### config.mk
export PLATFORM = sky130hd
export DESIGN_NAME = cheat_code_engine
export DESIGN_NICKNAME = d
export VERILOG_FILES = /design/src/rtl/cce_pkg.sv /design/src/rtl/cce_div.sv /design/src/rtl/cheat_code_engine.sv
export SDC_FILE = /design/constraint.sdc
export NUM_CORES = 1
export LEC_CHECK = 0
export ABC_AREA = 1
export BUFFER_PORTS_ARGS = -buffer_cell sky130_fd_sc_hd__buf_4
export CELL_PAD_IN_SITES_DETAIL_PLACEMENT = 0
export CELL_PAD_IN_SITES_GLOBAL_PLACEMENT = 1
export CORE_MARGIN = 1.5
export CORE_UTILIZATION = 43
export DETAILED_ROUTE_END_ITERATION = 7
export PLACE_DENSITY = 0.78
export SLEW_MARGIN = 25
export SYNTH_ARGS = -nofsm -noshare
export SYNTH_HDL_FRONTEND = slang
export SYNTH_SLANG_ARGS = --single-unit
### constraint.sdc
create_clock -name i_clk -period 9.8 [get_ports i_clk]
set_input_delay 0.98 -clock i_clk [delete_from_list [all_inputs] [get_ports i_clk]]
set_output_delay 0.98 -clock i_clk [all_outputs]
set_load 0.005 [all_outputs]
### src/rtl/cce_pkg.sv
package cce_pkg;

    localparam int ADDR_BITS_DEF = 24;
    localparam int RAM_SIZE_W    = 25;
    localparam int DIV_W         = RAM_SIZE_W;

    localparam logic [RAM_SIZE_W-1:0] RAM_SIZE_RST = 25'd2097152;

    localparam logic [7:0] TYPE_WRITE8   = 8'h30;
    localparam logic [7:0] TYPE_WRITE16  = 8'h80;
    localparam logic [7:0] TYPE_SLIDE    = 8'h50;
    localparam logic [7:0] TYPE_EQ16     = 8'hD0;
    localparam logic [7:0] TYPE_NE16     = 8'hD1;
    localparam logic [7:0] TYPE_LT16     = 8'hD2;
    localparam logic [7:0] TYPE_GT16     = 8'hD3;
    localparam logic [7:0] TYPE_EQ8      = 8'hE0;
    localparam logic [7:0] TYPE_NE8      = 8'hE1;
    localparam logic [7:0] TYPE_LT8      = 8'hE2;
    localparam logic [7:0] TYPE_GT8      = 8'hE3;
    localparam logic [7:0] TYPE_BOUNDARY = 8'hFF;

    typedef struct packed {
        logic [31:0] code_word;
        logic [15:0] value_word;
        logic [7:0]  mem_byte;
        logic [15:0] mem_halfword;
    } t_in_item;

    typedef struct packed {
        logic [23:0] write_address;
        logic [15:0] write_value;
        logic        write_wide;
        logic [7:0]  address_step;
        logic [15:0] value_step;
        logic [7:0]  write_count;
    } t_out_item;

    typedef struct packed {
        logic              start;
        logic [DIV_W-1:0]  dividend;
        logic [7:0]        divisor;
    } t_div_req;

endpackage

### src/rtl/cce_div.sv
module cce_div
    import cce_pkg::*;
(
    input  logic             i_clk,
    input  logic             i_rst_n,
    input  t_div_req         i_req,
    output logic             o_done,
    output logic [DIV_W-1:0] o_quotient
);

    localparam int CNT_W = $clog2(DIV_W);

    logic             r_busy;
    logic             r_done;
    logic [CNT_W-1:0] r_cnt;
    logic [DIV_W-1:0] r_quo;
    logic [7:0]       r_rem;
    logic [7:0]       r_div;

    logic [8:0] w_trial;
    logic       w_ge;
    logic [8:0] w_rem_next;

    // one quotient bit per cycle, restoring
    assign w_trial    = {r_rem, r_quo[DIV_W-1]};
    assign w_ge       = w_trial >= {1'b0, r_div};
    assign w_rem_next = w_ge ? (w_trial - {1'b0, r_div}) : w_trial;

    always_ff @(posedge i_clk) begin
        if (!i_rst_n) begin
            r_busy <= 1'b0;
            r_done <= 1'b0;
            r_cnt  <= '0;
        end else begin
            r_done <= 1'b0;
            if (i_req.start) begin
                r_busy <= 1'b1;
                r_cnt  <= '0;
                r_quo  <= i_req.dividend;
                r_rem  <= '0;
                r_div  <= i_req.divisor;
            end else if (r_busy) begin
                r_rem <= w_rem_next[7:0];
                r_quo <= {r_quo[DIV_W-2:0], w_ge};
                r_cnt <= r_cnt + 1'b1;
                if (r_cnt == CNT_W'(DIV_W - 1)) begin
                    r_busy <= 1'b0;
                    r_done <= 1'b1;
                end
            end
        end
    end

    assign o_done     = r_done;
    assign o_quotient = r_quo;

endmodule

### src/rtl/cheat_code_engine.sv
// Channel  | Direction | Handshake               | Payload
// ---------+-----------+-------------------------+-----------------------
// input    | in        | i_in_valid / o_in_ready | i_in_data  (t_in_item)
// result   | out       | o_out_valid/ i_out_ready| o_out_data (t_out_item)
// config   | in        | i_cfg_we, no wait       | i_cfg_data (ram_size)
//
// One code per transfer; ready is low until its result, if any, is taken.
// A write that fits under an armed slide with nonzero address step runs
// the serial divider (one quotient bit per cycle, 25 bits).
// Synchronous active-low reset clears skip, slide and sets ram_size.
// A stalled result holds the block until it is taken.
module cheat_code_engine
    import cce_pkg::*;
#(
    parameter int ADDR_BITS = ADDR_BITS_DEF
) (
    input  logic                  i_clk,
    input  logic                  i_rst_n,
    input  logic                  i_cfg_we,
    input  logic [RAM_SIZE_W-1:0] i_cfg_data,
    input  logic                  i_in_valid,
    output logic                  o_in_ready,
    input  t_in_item              i_in_data,
    output logic                  o_out_valid,
    input  logic                  i_out_ready,
    output t_out_item             o_out_data
);

    localparam logic [23:0] ADDR_MASK = 24'((25'd1 << ADDR_BITS) - 25'd1);

    typedef enum logic [1:0] {
        S_IDLE,
        S_DIV,
        S_OUT
    } t_state;

    t_state                r_state;
    logic [RAM_SIZE_W-1:0] r_ram_size;
    logic                  r_skip;
    logic [7:0]            r_slide_rep;
    logic [7:0]            r_slide_astep;
    logic [15:0]           r_slide_vstep;
    logic [7:0]            r_repeats;
    t_out_item             r_out;

    logic                  w_accept;
    logic [7:0]            w_type;
    logic [23:0]           w_addr;
    logic                  w_wide;
    logic [25:0]           w_end;
    logic                  w_fits;
    logic                  w_sl;
    logic                  w_is_write;
    logic [15:0]           w_vmask;
    logic [7:0]            w_v8;
    t_div_req              w_div_req;
    logic                  w_div_done;
    logic [DIV_W-1:0]      w_quo;

    assign w_accept   = i_in_valid && o_in_ready;
    assign w_type     = i_in_data.code_word[31:24];
    assign w_addr     = i_in_data.code_word[23:0] & ADDR_MASK;
    assign w_wide     = (w_type == TYPE_WRITE16);
    assign w_end      = {2'b00, w_addr} + (w_wide ? 26'd2 : 26'd1);
    assign w_fits     = w_end <= {1'b0, r_ram_size};
    assign w_sl       = (r_slide_rep != 8'd0);
    assign w_is_write = (w_type == TYPE_WRITE8) || (w_type == TYPE_WRITE16);
    assign w_vmask    = w_wide ? 16'hFFFF : 16'h00FF;
    assign w_v8       = i_in_data.value_word[7:0];

    // span left after the first write, divided by the step gives extra writes
    assign w_div_req.start    = w_accept && !r_skip && w_is_write && w_fits && w_sl &&
                                (r_slide_astep != 8'd0);
    assign w_div_req.dividend = r_ram_size - w_end[RAM_SIZE_W-1:0];
    assign w_div_req.divisor  = r_slide_astep;

    cce_div u_div (
        .i_clk      (i_clk),
        .i_rst_n    (i_rst_n),
        .i_req      (w_div_req),
        .o_done     (w_div_done),
        .o_quotient (w_quo)
    );

    always_ff @(posedge i_clk) begin
        if (!i_rst_n) begin
            r_state       <= S_IDLE;
            r_ram_size    <= RAM_SIZE_RST;
            r_skip        <= 1'b0;
            r_slide_rep   <= '0;
            r_slide_astep <= '0;
            r_slide_vstep <= '0;
        end else begin
            if (i_cfg_we) begin
                r_ram_size <= i_cfg_data;
            end
            case (r_state)
                S_IDLE: begin
                    if (w_accept) begin
                        if (w_type == TYPE_BOUNDARY) begin
                            r_skip      <= 1'b0;
                            r_slide_rep <= '0;
                        end else if (r_skip) begin
                            // drop the line
                            r_skip <= 1'b0;
                        end else begin
                            case (w_type)
                                TYPE_SLIDE: begin
                                    r_slide_rep   <= i_in_data.code_word[15:8];
                                    r_slide_astep <= i_in_data.code_word[7:0];
                                    r_slide_vstep <= i_in_data.value_word;
                                end
                                TYPE_WRITE8, TYPE_WRITE16: begin
                                    r_slide_rep <= '0;
                                    r_repeats   <= r_slide_rep;
                                    r_out.write_address <= w_addr;
                                    r_out.write_value   <= i_in_data.value_word & w_vmask;
                                    r_out.write_wide    <= w_wide;
                                    r_out.address_step  <= w_sl ? r_slide_astep : 8'd0;
                                    r_out.value_step    <= w_sl ? (r_slide_vstep & w_vmask)
                                                                : 16'd0;
                                    r_out.write_count   <= w_sl ? r_slide_rep : 8'd1;
                                    if (w_fits) begin
                                        r_state <= w_div_req.start ? S_DIV : S_OUT;
                                    end
                                end
                                TYPE_EQ16: r_skip <= (i_in_data.mem_halfword !=
                                                      i_in_data.value_word);
                                TYPE_NE16: r_skip <= (i_in_data.mem_halfword ==
                                                      i_in_data.value_word);
                                TYPE_LT16: r_skip <= !(i_in_data.mem_halfword <
                                                       i_in_data.value_word);
                                TYPE_GT16: r_skip <= !(i_in_data.mem_halfword >
                                                       i_in_data.value_word);
                                TYPE_EQ8:  r_skip <= (i_in_data.mem_byte != w_v8);
                                TYPE_NE8:  r_skip <= (i_in_data.mem_byte == w_v8);
                                TYPE_LT8:  r_skip <= !(i_in_data.mem_byte < w_v8);
                                TYPE_GT8:  r_skip <= !(i_in_data.mem_byte > w_v8);
                                default: begin
                                end
                            endcase
                        end
                    end
                end
                S_DIV: begin
                    if (w_div_done) begin
                        // clip to quotient + 1 when fewer than the repeats fit
                        if (w_quo < {{(DIV_W-8){1'b0}}, r_repeats}) begin
                            r_out.write_count <= w_quo[7:0] + 8'd1;
                        end else begin
                            r_out.write_count <= r_repeats;
                        end
                        r_state <= S_OUT;
                    end
                end
                S_OUT: begin
                    if (i_out_ready) begin
                        r_state <= S_IDLE;
                    end
                end
                default: r_state <= S_IDLE;
            endcase
        end
    end

    assign o_in_ready  = (r_state == S_IDLE);
    assign o_out_valid = (r_state == S_OUT);
    assign o_out_data  = r_out;

    a_out_blocks_in: assert property (@(posedge i_clk) disable iff (!i_rst_n)
        o_out_valid |-> !o_in_ready)
        else $error("input ready while a result is pending");

    a_count_nonzero: assert property (@(posedge i_clk) disable iff (!i_rst_n)
        o_out_valid |-> (o_out_data.write_count != 8'd0))
        else $error("result with zero write count");

    a_first_fits: assert property (@(posedge i_clk) disable iff (!i_rst_n)
        o_out_valid |-> (({2'b00, o_out_data.write_address} +
                          (o_out_data.write_wide ? 26'd2 : 26'd1)) <= {1'b0, r_ram_size}))
        else $error("result first write past ram size");

    a_div_done_in_div: assert property (@(posedge i_clk) disable iff (!i_rst_n)
        w_div_done |-> (r_state == S_DIV))
        else $error("divider finished outside the divide state");

    a_div_start_leads: assert property (@(posedge i_clk) disable iff (!i_rst_n)
        w_div_req.start |=> (r_state == S_DIV))
        else $error("divider started without entering the divide state");

endmodule

After elaboration in Yosys (flattened, before gate mapping). Index checks and enable logic that the tools add are counted.

Logic and storage cells: 126. Output and inout bits: 75. Input port bits: 102. Bits in registers: 189.

Add/subtract/negate cells: 5. Magnitude comparators: 7. Equal/unequal tests: 27. Muxes and demuxes: 33. Reduce and logical (&&, ||, !) cells: 29. Bitwise logic cells: 6.

Operator list (count): $mux W8 (11); $eq A8 B8 Y1 const B (10); $mux W25 (2); $and A16 B16 Y16 (2); $pmux W8 S2 (2); $add A24 B2 Y25 (1); $le A25 B25 Y1 (1); $lt A25 B8 Y1 (1); $sub A25 B25 Y25 (1); $mux W2 (9); $eq A16 B16 Y1 (1); $gt A16 B16 Y1 (1); $lt A16 B16 Y1 (1); $mux W16 (1); $ne A16 B16 Y1 (1); $reduce_bool A8 Y1 (2); $reduce_and A7 Y1 (2); $ne A2 B1 Y1 const B (6); $ge A9 B8 Y1 (1); $add A8 B1 Y8 const B (1); $eq A8 B6 Y1 const B (1); $eq A8 B7 Y1 const B (1); $eq A8 B8 Y1 (1); $gt A8 B8 Y1 (1); other kinds (24) (46).

Depth between registers and ports, before layout. Gate-level depths: netlist of the first run.

Depth after elaboration: 14. Mapped depth: 31. Gate-level depth less buffers: 29.

Cells and area by module. Synthesis of the first run repeated with hierarchy kept, for this count alone.

Cells, all modules: 1222. Area, all modules: 10664.0 sq um.

Modules (own cells, without submodules): cheat_code_engine (area an instance 8116.5 sq um, cells an instance 933, seq. area each 3633.5 sq um, instances 1); cce_div (area an instance 2547.4 sq um, cells an instance 289, seq. area each 1371.3 sq um, instances 1).

Worst setup path after synthesis of the first run. No wires, ideal clock.

Kind: input port to flip-flop. Start: in i_in_data[67] in the netlist's numbering. End: reg u_div.r_quo[0] (netlist: u_div.o_quotient[0]) (enable). Cell stages on the path: 27. Arrival time: 7.070 ns. Required time: 9.331 ns. Path buffers: 2. Setup time: 0.469 ns. Slack: 2.261 ns. Path through: nor2_2 inv_2 nor3_4 inv_1 nor2_1 clkinv_1 buf_1 ha_1 fa_1 nand4_1 nand3b_4 nor2_2 nand2_1 nor2_2 nand2_1 nor3_2 xor2_1 ha_1 nand2_1 nor2_2 nand2_1 nor3_2 nand2_1 nand3_2 nand2_2 buf_2 o21ai_0.

Word-level cells in the longest chain between the ends: 9. Elaborated cells between the ends (all ways): 12. Classes of those cells: 1 x add/sub; 1 x order compare; 2 x eq/ne; 1 x mux; 7 x reduce/logical.

Ends and longest elaborated chain: from (decl) (line cheat_code_engine.sv:23) `input t_in_item i_in_data,`; $eq A8 B8 Y1 * (line cheat_code_engine.sv:63) `assign w_wide = (w_type == TYPE_WRITE16);`; named net w_wide (line cheat_code_engine.sv:49) `logic w_wide;`; $mux W2 (line cheat_code_engine.sv:64) `assign w_end = {2'b00, w_addr} + (w_wide ? 26'd2 : 26'd1);`; $add A24 B2 Y25 (line cheat_code_engine.sv:64); $le A25 B25 Y1 (line cheat_code_engine.sv:65) `assign w_fits = w_end <= {1'b0, r_ram_size};`; $logic_and A1 B1 Y1 * (3 in series) (line cheat_code_engine.sv:72) `assign w_div_req.start = w_accept && !r_skip && w_is_write && w_fits && w_sl &&`; $reduce_bool A2 Y1 (no source line) *; $reduce_and A2 Y1 (no source line) *; to (signal assigned) (line cce_div.sv:39) `r_quo <= i_req.dividend;`; to (signal assigned) (line cce_div.sv:44) `r_quo <= {r_quo[DIV_W-2:0], w_ge};`; to (decl) (line cce_div.sv:16) `logic [DIV_W-1:0] r_quo;`.

The timed path passes the listed nets; every way through them passes the cells marked *. A chain may end at the register's enable or synchronous reset.

Worst setup path after layout of the first run.
Start: in i_in_data[67] in the netlist's numbering. End: reg u_div.r_quo[20] (netlist: u_div.o_quotient[20]), data pin.

Word-level cells in the longest chain between the ends: 8. Elaborated cells between the ends (all ways): 12. Classes of those cells: 2 x add/sub; 1 x order compare; 2 x eq/ne; 2 x mux; 5 x reduce/logical.

Ends and longest elaborated chain: $eq A8 B8 Y1 * (line cheat_code_engine.sv:63); named net w_wide (line cheat_code_engine.sv:49); $mux W2 (line cheat_code_engine.sv:64); $add A24 B2 Y25 (line cheat_code_engine.sv:64); $le A25 B25 Y1 (line cheat_code_engine.sv:65); $logic_and A1 B1 Y1 (3 in series) (line cheat_code_engine.sv:72); $mux W25 * (line cce_div.sv:36) `if (i_req.start) begin`.

Marks and branches as above.

==> reports/qor.csv, run 1 <==
stage;metric;value;unit
synthesis;post-synthesis sequential area ratio;0.477;
synthesis;Post-Synthesis Cells;1198;
setup_path;Startpoint Class;primary input;
power_and_ir_drop;Power Dens Cells;144;nW/um2
final_layout;Final Util;0.538;
clocking;htree depth;4;
clocking;Reg clk slew, reported paths;0.07;ns
global_route;pin count of the biggest net entering global routing;59;
setup_path;peak fanout along the critical path;29;
final_layout;Fill cells;2331;
power_and_ir_drop;Switching Share;0.260;
floorplan;CORE AREA;23700;um2
clocking;hold buffers post-CTS;0;
route;DRT Wirelength;29200;um
place;area post-placement;12100;um2
setup_path;slowest stage delay, CP;0.62;ns
floorplan;Die Wd;159;um
setup_path;slowest cell on the critical path;clkinv_1;
final_layout;commonest non-fill, non-tap cell in the layout;nand2_1;
synthesis;ys async rst share;0;
clocking;Max Root-Sink Buffers;2;
global_route;GR Overflow Total;0;
global_route;gr usage total;0.233;
floorplan;Initial Utilization;0.443;
setup_path;Crit path top cell by count;nor2_2;
final_layout;Sequential cell area;5000;um2
place;Final GP Congestion;0.921;
final_layout;design area;12700;um2
sta;Final Hold Slack;0.433;ns
synthesis;Syn. warnings;0;
sta;RSZ-0062 raised after global routing;no;
place;IO Port Bufs;176;
clocking;Root Buffer;clkbuf_16;
sta;fin. max-slew vios;0;
floorplan;Chip Height;159;um
synthesis;Yosys reg bits;189;
final_layout;Final #Nets;1546;
floorplan;Core Rows;56;
route;Avg WL per Cell;17.1;um
route;DR vias;8648;
global_route;met2 Use GR;0.392;
outcome;status;finished, final reports clean;
setup_path;CP Data Required Time;9.98;ns
power_and_ir_drop;clock share of power;0.407;
route;DRC viols;0;
synthesis;dominant synthesized flop cell;edfxtp_1;
clocking;worst skew pair latency;0.43;ns
setup_path;Critical Path Sink Type;register;
final_layout;post-synthesis to final-layout area growth;21.6;%
setup_path;Worst setup startpoint;i_in_data[67];
global_route;M3 GR Usage;0.0498;
floorplan;IO Pins;177;
power_and_ir_drop;Lkg Pwr;5.50;nW
sta;setup TNS;0;ns
synthesis;post-synth cell types;47;
sta;Fin. Hold Viols;0;
global_route;Most Crowded Layer GR;met2;
global_route;first-pass GRT wire length;45900;um
setup_path;worst reg2reg path startpoint;r_ram_size[6];
route;vias per cell;5.08;
route;Detail Route Antenna Nets;0;
global_route;antenna violations before repair;0;
global_route;vias in the first global route;8565;
synthesis;Synthesized Nets;1372;
min_path;type of the worst min-delay path;register to register;
route;first-pass iteration count of the detailed router;8;
synthesis;synthesized area per cell;8.75;um2
sta;Max-slew headroom;0.369;
clocking;CTS tree;yes;
final_layout;area of the multi-input gates;4780;um2
place;DP HPWL;23100;um
final_layout;commonest cells after routing, fill and taps aside;nand2_1 (183), buf_4 (182), nor2_1 (151);
final_layout;ant diodes;0;
setup_path;Critical Path AT;6.71;ns
clocking;cts bufs inserted;17;
sta;Clock Skew;0.00766;ns
final_layout;ratio of cells with drive above 1 in the final layout;0.191;
clocking;CTS resizes;0;
power_and_ir_drop;switching pwr;0.000477;W
sta;setup violators final;0;
setup_path;WS Path Type;primary input to register;
power_and_ir_drop;Comb pwr share;0.127;
global_route;met1 Use GR;0.306;
route;Iter 0 DRT Violations;515;
clocking;postcts setup bufs;0;
power_and_ir_drop;internal cell power;0.00135;W
sta;clock period minus final worst setup slack;6.53;ns
synthesis;mapped cell area;10500;um2
sta;f_max;0.153;GHz
floorplan;Die ar.;25300;um2
min_path;Worst Min Path Start;r_slide_rep[4];
sta;crit share post-route;0.666;
place;post-placement setup slack;2.71;ns
synthesis;Post-synth EDFFs;122;
sta;PnR worst setup slack;3.27;ns
job;max cap viols;0;
power_and_ir_drop;Flop pwr share;0.466;
clocking;clk sinks;189;
sta;actual slew at the worst max-slew pin;0.941;ns
power_and_ir_drop;VDD IR-drop max;0.100;mV
-- state kept, by name (all words and copies together) (netlist names) --
| register | cells |
|---|---|
| r_repeats | 8 |
| r_slide_rep | 8 |
| r_slide_vstep | 16 |
| r_ram_size | 25 |
| o_out_data | 73 |
| r_slide_astep | 8 |
| u_div.r_busy | 1 |
| r_skip | 1 |
| u_div.r_cnt | 5 |
| u_div.r_rem | 8 |
| u_div.o_quotient | 25 |
| u_div.r_div | 8 |
| r_state | 2 |
| u_div.o_done | 1 |
-- layout make-up --
cell class	instances	area share
clock inverters	14	0.0154
clock buffers	18	0.0345
flip-flops and latches	189	0.393
inverters	148	0.0436
repair buffers	182	0.107
well taps	319	0.0313
multi-input cells	834	0.375
-- power groups by stage --
stage	Clock [W]	Combinational, W	Sequential, W
5_1_grt	0.000785	0.000259	0.000853
2_1_floorplan	0	0.000136	0.000868
6_report	0.000745	0.000233	0.000853
4_1_cts	0.000758	0.000233	0.000853
3_5_place_dp	0	0.000231	0.000871
3_3_place_gp	0	0.000232	0.000871
-- metrics by stage --
step           instances  power [W]
2_1_floorplan       1198    0.00100
3_3_place_gp        1672    0.00110
3_5_place_dp        1672    0.00110
4_1_cts             1704    0.00184
5_1_grt             1704    0.00190
6_report            1704    0.00183
-- worst paths after layout --
check        cells past startpoint                    to  slack (ns)
min                              0          r_repeats[4]        0.43
max reg2reg                     12  u_div.o_quotient[20]        6.76
min reg2reg                      0          r_repeats[4]        0.43
max                             29  u_div.o_quotient[20]        3.27
-- critical path: cells and delay by family --
family	cells	cell delay, ns
adders and majority gates	3	1.22
AOI/OAI and AO/OA	3	0.39
and+or+nand+nor	16	2.49
xor gates and xnor gates	1	0.14
buffers and inverters	6	1.47
-- per-layer routing --
metal,part of all wire,vias up,wire (um)
met5,0,-,0
met4,0.013,0,382
met3,0.060,20,1740
met2,0.48,205,13900
met1,0.45,4029,13100
li1,-,4394,-
-- cell families after synthesis --
group,Yosys count,share of synthesized area
compound gates,240,0.123
xor+xnor,51,0.0426
simple gates,471,0.201
buf+inv,175,0.0673
fa+ha+maj,72,0.0881
flops,189,0.477
-- synth_stat cells, types with 2 or more instances --
cell	instances	share of area
nor3b_1	5	0.0036
clkinv_1	4	0.0014
a211oi_1	3	0.0021
o211ai_1	3	0.0021
dfxtp_1	67	0.13
xor2_1	26	0.022
nand2_1	183	0.066
a21o_1	3	0.0021
a21oi_2	2	0.0017
and2_1	2	0.0012
nand2_2	6	0.0036
o21ai_2	9	0.0075
clkbuf_1	14	0.0050
nor2_1	152	0.054
buf_6	5	0.0054
o21bai_1	4	0.0029
nor3_1	27	0.013
inv_2	6	0.0021
nor3_2	2	0.0019
nand4_1	24	0.014
nor3b_2	2	0.0024
inv_1	138	0.049
ha_1	69	0.082
xnor2_1	25	0.021
nor2_4	3	0.0032
fa_1	3	0.0057
or2_2	3	0.0018
buf_2	6	0.0029
o21ai_1	13	0.0062
nand3_1	38	0.018
nor2_2	10	0.0060
edfxtp_1	122	0.35
a21oi_1	102	0.049
o21ai_0	97	0.046
nor4_1	8	0.0048
No activity file was read; power rests on OpenSTA's default activity.
==> inputs of run 2 (changes only) <==
==> constraint.sdc (replaced) <==
create_clock -name i_clk -period 6.3 [get_ports i_clk]
set_input_delay 0.63 -clock i_clk [delete_from_list [all_inputs] [get_ports i_clk]]
set_output_delay 0.63 -clock i_clk [all_outputs]
set_load 0.005 [all_outputs]
==> reports/qor.csv, run 2 (synthesized netlist as in run 1, its figures left out) <==
stage;metric;value;unit;change
outcome;status;finished, final reports clean;;unchanged
global_route;vias in the first global route;8494;;was 8,565
sta;Max-slew headroom;0.409;;was 0.369
route;Detail Route Antenna Nets;0;;unchanged
place;Final GP Congestion;0.913;;was 0.921
setup_path;Critical Path AT;5.42;ns;was 6.71 ns
clocking;cts bufs inserted;17;;unchanged
setup_path;worst path bufs/invs;4;;was 6
setup_path;WS Path Type;primary input to register;;unchanged
sta;setup violators final;0;;unchanged
final_layout;Final Util;0.538;;unchanged
sta;setup TNS;0;ns;unchanged
route;first-pass iteration count of the detailed router;5;;was 8
clocking;Max Root-Sink Buffers;2;;unchanged
clocking;htree depth;4;;unchanged
final_layout;post-synthesis to final-layout area growth;21.6;%;unchanged
sta;PnR worst setup slack;0.941;ns;was 3.27 ns
sta;RSZ-0062 raised after global routing;no;;unchanged
final_layout;max FFs per register;73;;unchanged
sta;clock period minus final worst setup slack;5.36;ns;
final_layout;ratio of cells with drive above 1 in the final layout;0.191;;unchanged
clocking;postcts setup bufs;0;;unchanged
final_layout;Final #Nets;1546;;unchanged
clocking;Reg clk slew, reported paths;0.09;ns;was 0.07 ns
place;IO Port Bufs;176;;unchanged
power_and_ir_drop;Lkg Pwr;5.49;nW;was 5.50 nW
sta;crit share post-route;0.851;;
setup_path;slowest cell on the critical path;nor2_1;;was clkinv_1
final_layout;commonest cells after routing, fill and taps aside;nand2_1 (183), buf_4 (182), nor2_1 (151);;unchanged
clocking;worst skew pair latency;0.44;ns;was 0.43 ns
route;DR vias;8613;;was 8,648
sta;fin. max-slew vios;0;;unchanged
clocking;CTS tree;yes;;unchanged
min_path;type of the worst min-delay path;primary input to register;;was register to register
job;max cap viols;0;;unchanged
place;post-placement setup slack;0.409;ns;was 2.71 ns
floorplan;CORE AREA;23700;um2;unchanged
floorplan;IO Pins;177;;unchanged
setup_path;CP Cell Sequence;buf_4 -> nor2_2 -> inv_2 -> nor3_4 -> inv_1 -> nor2_1 -> ha_1 -> a21oi_1 -> nor2_1 -> nand2_1 -> nor3_1 -> nand4_1 -> nor3_1 -> xnor2_1 -> ha_1 -> inv_1 -> nor3_1 -> nand2_1 -> nor3_2 -> nand2_1 -> nand3_2 -> nand2_2 -> nor2_1;;
clocking;hold buffers post-CTS;0;;unchanged
place;DP HPWL;22500;um;was 23,100 um
global_route;antenna violations before repair;0;;unchanged
power_and_ir_drop;Power Dens Cells;221;nW/um2;was 144 nW/um2
route;DRC viols;0;;unchanged
sta;Clock Skew;0.0167;ns;was 0.00766 ns
sta;f_max;0.187;GHz;
floorplan;Chip Height;159;um;unchanged
route;Avg WL per Cell;16.8;um;was 17.1 um
route;DRT Wirelength;28600;um;was 29,200 um
setup_path;CP Data Required Time;6.36;ns;was 9.98 ns
route;vias per cell;5.05;;was 5.08
global_route;gr usage total;0.230;;was 0.233
final_layout;commonest non-fill, non-tap cell in the layout;nand2_1;;unchanged
setup_path;peak fanout along the critical path;8;;was 29
sta;actual slew at the worst max-slew pin;0.880;ns;was 0.941 ns
final_layout;ant diodes;0;;unchanged
clocking;clk sinks;189;;unchanged
global_route;GR Overflow Total;0;;unchanged
setup_path;Top delay family on crit path;simple AND/OR/NAND/NOR gates;;unchanged
setup_path;slowest stage delay, CP;0.56;ns;was 0.62 ns
clocking;Root Buffer;clkbuf_16;;unchanged
global_route;first-pass GRT wire length;45500;um;was 45,900 um
setup_path;Startpoint Class;primary input;;unchanged
floorplan;Die Wd;159;um;unchanged
power_and_ir_drop;VDD IR-drop max;0.133;mV;was 0.100 mV
setup_path;Critical Path Sink Type;register;;unchanged
sta;Fin. Hold Viols;0;;unchanged
floorplan;Core Rows;56;;unchanged
global_route;pin count of the biggest net entering global routing;59;;unchanged
route;Iter 0 DRT Violations;435;;was 515
floorplan;Die ar.;25300;um2;unchanged
clocking;CTS resizes;0;;unchanged
floorplan;Initial Utilization;0.443;;unchanged
==> run 2: worst register-to-register path: cells and delay by family (launching register included) <==
family,cells,cell delay (ns)
adder cells (fa/ha/maj),2,0.60
buffers and inverters,2,0.18
AO/OA/AOI/OAI,3,0.77
flip-flops,1,0.30
XOR/XNOR,1,0.31
AND/OR/NAND/NOR,4,0.41
==> run 2: through the flow <==
step	power [W]	cells	cell area, um2	hold slack, ns
final	0.00282	1704	12700	0.361
after global placement	0.00171	1672	12100	0.413
after detailed placement	0.00171	1672	12100	0.418
after global routing	0.00292	1704	12700	0.338
after CTS	0.00284	1704	12700	0.344
after floorplan	0.00156	1198	10500	0.408
==> run 2: report_power, final <==
group          total [W]  internal [W]  switching [W]
Clock            0.00114      0.000554       0.000581
Sequential       0.00133       0.00132     0.00000795
Combinational   0.000358      0.000136       0.000222
Total            0.00282       0.00201       0.000811
==> run 2: area by class of cell <==
cell class              count  area, um2
clock buffers              17        425
well taps                 319        399
inverters                 148        556
flip-flops and latches    189       5000
repair buffers            182       1370
clock inverters            15        204
fillers                  2282      10900
multi-input cells         834       4790
==> run 2: worst paths after layout <==
check | startpoint | cells past startpoint | to | slack, ns
worst max-delay path | i_in_data[67] | 23 | u_div.r_div[4] | 0.94
worst min-delay path | i_in_data[31] | 1 | o_out_data[40] | 0.36
worst max register to register | r_ram_size[0] | 12 | u_div.o_quotient[22] | 3.49
worst min register to register | r_slide_rep[7] | 0 | r_repeats[7] | 0.44
==> run 2: routing by layer <==
layer,share of wire,track usage,vias to the layer above
met5,0,0,-
met4,0.012,0.0626,0
met3,0.046,0.0448,22
met2,0.47,0.375,183
met1,0.47,0.313,4002
li1,-,-,4406
==> inputs of run 3 (changes only) <==
==> constraint.sdc (replaced) <==
create_clock -name i_clk -period 6.1 [get_ports i_clk]
set_input_delay 0.61 -clock i_clk [delete_from_list [all_inputs] [get_ports i_clk]]
set_output_delay 0.61 -clock i_clk [all_outputs]
set_load 0.005 [all_outputs]
==> reports/qor.csv, run 3 (synthesized netlist as in run 1, its figures left out) <==
stage;metric;value;unit;change
outcome;status;finished, final reports clean;;unchanged
clocking;clk sinks;189;;unchanged
sta;PnR worst setup slack;0.854;ns;was 0.941 ns
route;DRC viols;0;;unchanged
floorplan;Die ar.;25300;um2;unchanged
clocking;htree depth;4;;unchanged
setup_path;peak fanout along the critical path;21;;was 8
setup_path;Startpoint Class;primary input;;unchanged
global_route;antenna violations before repair;0;;unchanged
clocking;hold buffers post-CTS;0;;unchanged
route;DRT Wirelength;28300;um;was 28,600 um
global_route;vias in the first global route;8331;;was 8,494
sta;crit share post-route;0.860;;
clocking;worst skew pair latency;0.44;ns;about the same
route;DR vias;8694;;was 8,613
final_layout;Final #Nets;1548;;was 1,546
setup_path;Critical Path Sink Type;register;;unchanged
place;placed cells;1673;;was 1,672
floorplan;Initial Utilization;0.443;;unchanged
setup_path;worst path bufs/invs;6;;was 4
sta;setup TNS;0;ns;unchanged
clocking;Root Buffer;clkbuf_16;;unchanged
sta;fin. max-slew vios;0;;unchanged
global_route;pin count of the biggest net entering global routing;58;;was 59
clocking;CTS resizes;0;;unchanged
place;post-placement setup slack;0.459;ns;was 0.409 ns
setup_path;slowest cell on the critical path;fa_1;;was nor2_1
sta;Fin. Hold Viols;0;;unchanged
sta;actual slew at the worst max-slew pin;0.765;ns;was 0.880 ns
route;first-pass iteration count of the detailed router;5;;unchanged
floorplan;Chip Height;159;um;unchanged
clocking;Reg clk slew, reported paths;0.07;ns;was 0.09 ns
min_path;type of the worst min-delay path;primary input to register;;unchanged
floorplan;Core Rows;56;;unchanged
setup_path;CP Data Required Time;6.28;ns;was 6.36 ns
power_and_ir_drop;VDD IR-drop max;0.160;mV;was 0.133 mV
sta;Max-slew headroom;0.487;;was 0.409
route;vias per cell;5.10;;was 5.05
sta;setup violators final;0;;unchanged
setup_path;WS Path Type;primary input to register;;unchanged
clocking;Max Root-Sink Buffers;2;;unchanged
clocking;postcts setup bufs;0;;unchanged
sta;RSZ-0062 raised after global routing;no;;unchanged
place;IO Port Bufs;176;;unchanged
floorplan;Die Wd;159;um;unchanged
clocking;CTS tree;yes;;unchanged
setup_path;Critical Path AT;5.42;ns;about the same
global_route;GR Overflow Total;0;;unchanged
setup_path;slowest stage delay, CP;0.44;ns;was 0.56 ns
final_layout;commonest non-fill, non-tap cell in the layout;nand2_1;;unchanged
route;Iter 0 DRT Violations;506;;was 435
global_route;gr usage total;0.227;;was 0.230
setup_path;Top delay family on crit path;simple AND/OR/NAND/NOR gates;;unchanged
power_and_ir_drop;Lkg Pwr;5.49;nW;about the same
final_layout;ant diodes;0;;unchanged
final_layout;commonest cells after routing, fill and taps aside;nand2_1 (183), buf_4 (182), nor2_1 (151);;unchanged
setup_path;number of stages on the worst setup path;29;;was 23
sta;f_max;0.191;GHz;
sta;Clock Skew;0.0135;ns;was 0.0167 ns
place;DP HPWL;22200;um;was 22,500 um
floorplan;CORE AREA;23700;um2;unchanged
route;Detail Route Antenna Nets;0;;unchanged
clocking;cts bufs inserted;17;;unchanged
final_layout;final non-filler cell total;1706;;was 1,704
final_layout;post-synthesis to final-layout area growth;21.4;%;was 21.6%
global_route;first-pass GRT wire length;45000;um;was 45,500 um
job;max cap viols;0;;unchanged
sta;clock period minus final worst setup slack;5.25;ns;
final_layout;ratio of cells with drive above 1 in the final layout;0.192;;was 0.191
min_path;WHS Path Cells;1;;unchanged
power_and_ir_drop;Power Dens Cells;225;nW/um2;was 221 nW/um2
setup_path;Worst R2R Path Depth;12;;unchanged
place;Final GP Congestion;0.931;;was 0.913
floorplan;IO Pins;177;;unchanged
setup_path;Crit path top cell by count;nor2_2;;
route;Avg WL per Cell;16.6;um;was 16.8 um
final_layout;max FFs per register;73;;unchanged
[run 3: changes by cell type in the layout (fill, tap and decap cells not counted), sizes merged]
| cell | before | now |
|---|---|---|
| clkinv | 9 | 8 |
| inv | 154 | 153 |
| buf | 182 | 184 |
| clkinvlp | 0 | 1 |
| bufinv | 0 | 1 |
[run 3: path summary, 6_finish.rpt]
kind	startpoint	to	slack, ns
max	i_in_data[67]	u_div.o_quotient[23]	0.85
min	i_in_data[31]	o_out_data[40]	0.36
max reg2reg	r_ram_size[6]	u_div.o_quotient[23]	3.24
min reg2reg	r_slide_rep[7]	r_repeats[7]	0.44
[run 3: per-layer routing]
layer,track usage,share of wire
met3,0.0352,0.048
met4,0.0545,0.015
met1,0.321,0.48
met2,0.365,0.46
met5,0,0
[run 3: where the power goes]
part | total [W] | switching [W] | internal (W)
Clock | 0.00112 | 0.000538 | 0.000578
Combinational | 0.000373 | 0.000233 | 0.000140
Sequential | 0.00137 | 0.00000893 | 0.00136
[run 3: area by class of cell]
cell class | instances | area [um2]
inverter | 148 | 556
multi-input combinational | 834 | 4790
fill | 2283 | 11000
clock buffer | 17 | 425
tap | 319 | 399
sequential | 189 | 5000
clock inverter | 15 | 150
timing repair buffer | 184 | 1400
[run 3: worst reg2reg max path: stages, from the launching register on]
cell     delay, ns
dfxtp_1       0.32
ha_1          0.38
a21oi_1       0.23
nor2_1        0.06
nor2_1        0.18
nand3_1       0.21
nand2_1       0.16
nand3_2       0.13
nand2_2       0.24
buf_4         0.32
inv_2         0.18
nor2_1        0.15
a21oi_1       0.05
[run 3: stage by stage]
| stage | cell area [um2] | power (W) | utilization | hold slack [ns] |
|---|---|---|---|---|
| after floorplan | 10500 | 0.00161 | - | 0.408 |
| after CTS | 12700 | 0.00288 | 0.537 | 0.340 |
| final | 12700 | 0.00286 | 0.537 | 0.357 |
| after detailed placement | 12100 | 0.00177 | 0.512 | 0.413 |
| after global routing | 12700 | 0.00297 | 0.537 | 0.341 |
| after global placement | 12100 | 0.00177 | 0.512 | 0.408 |
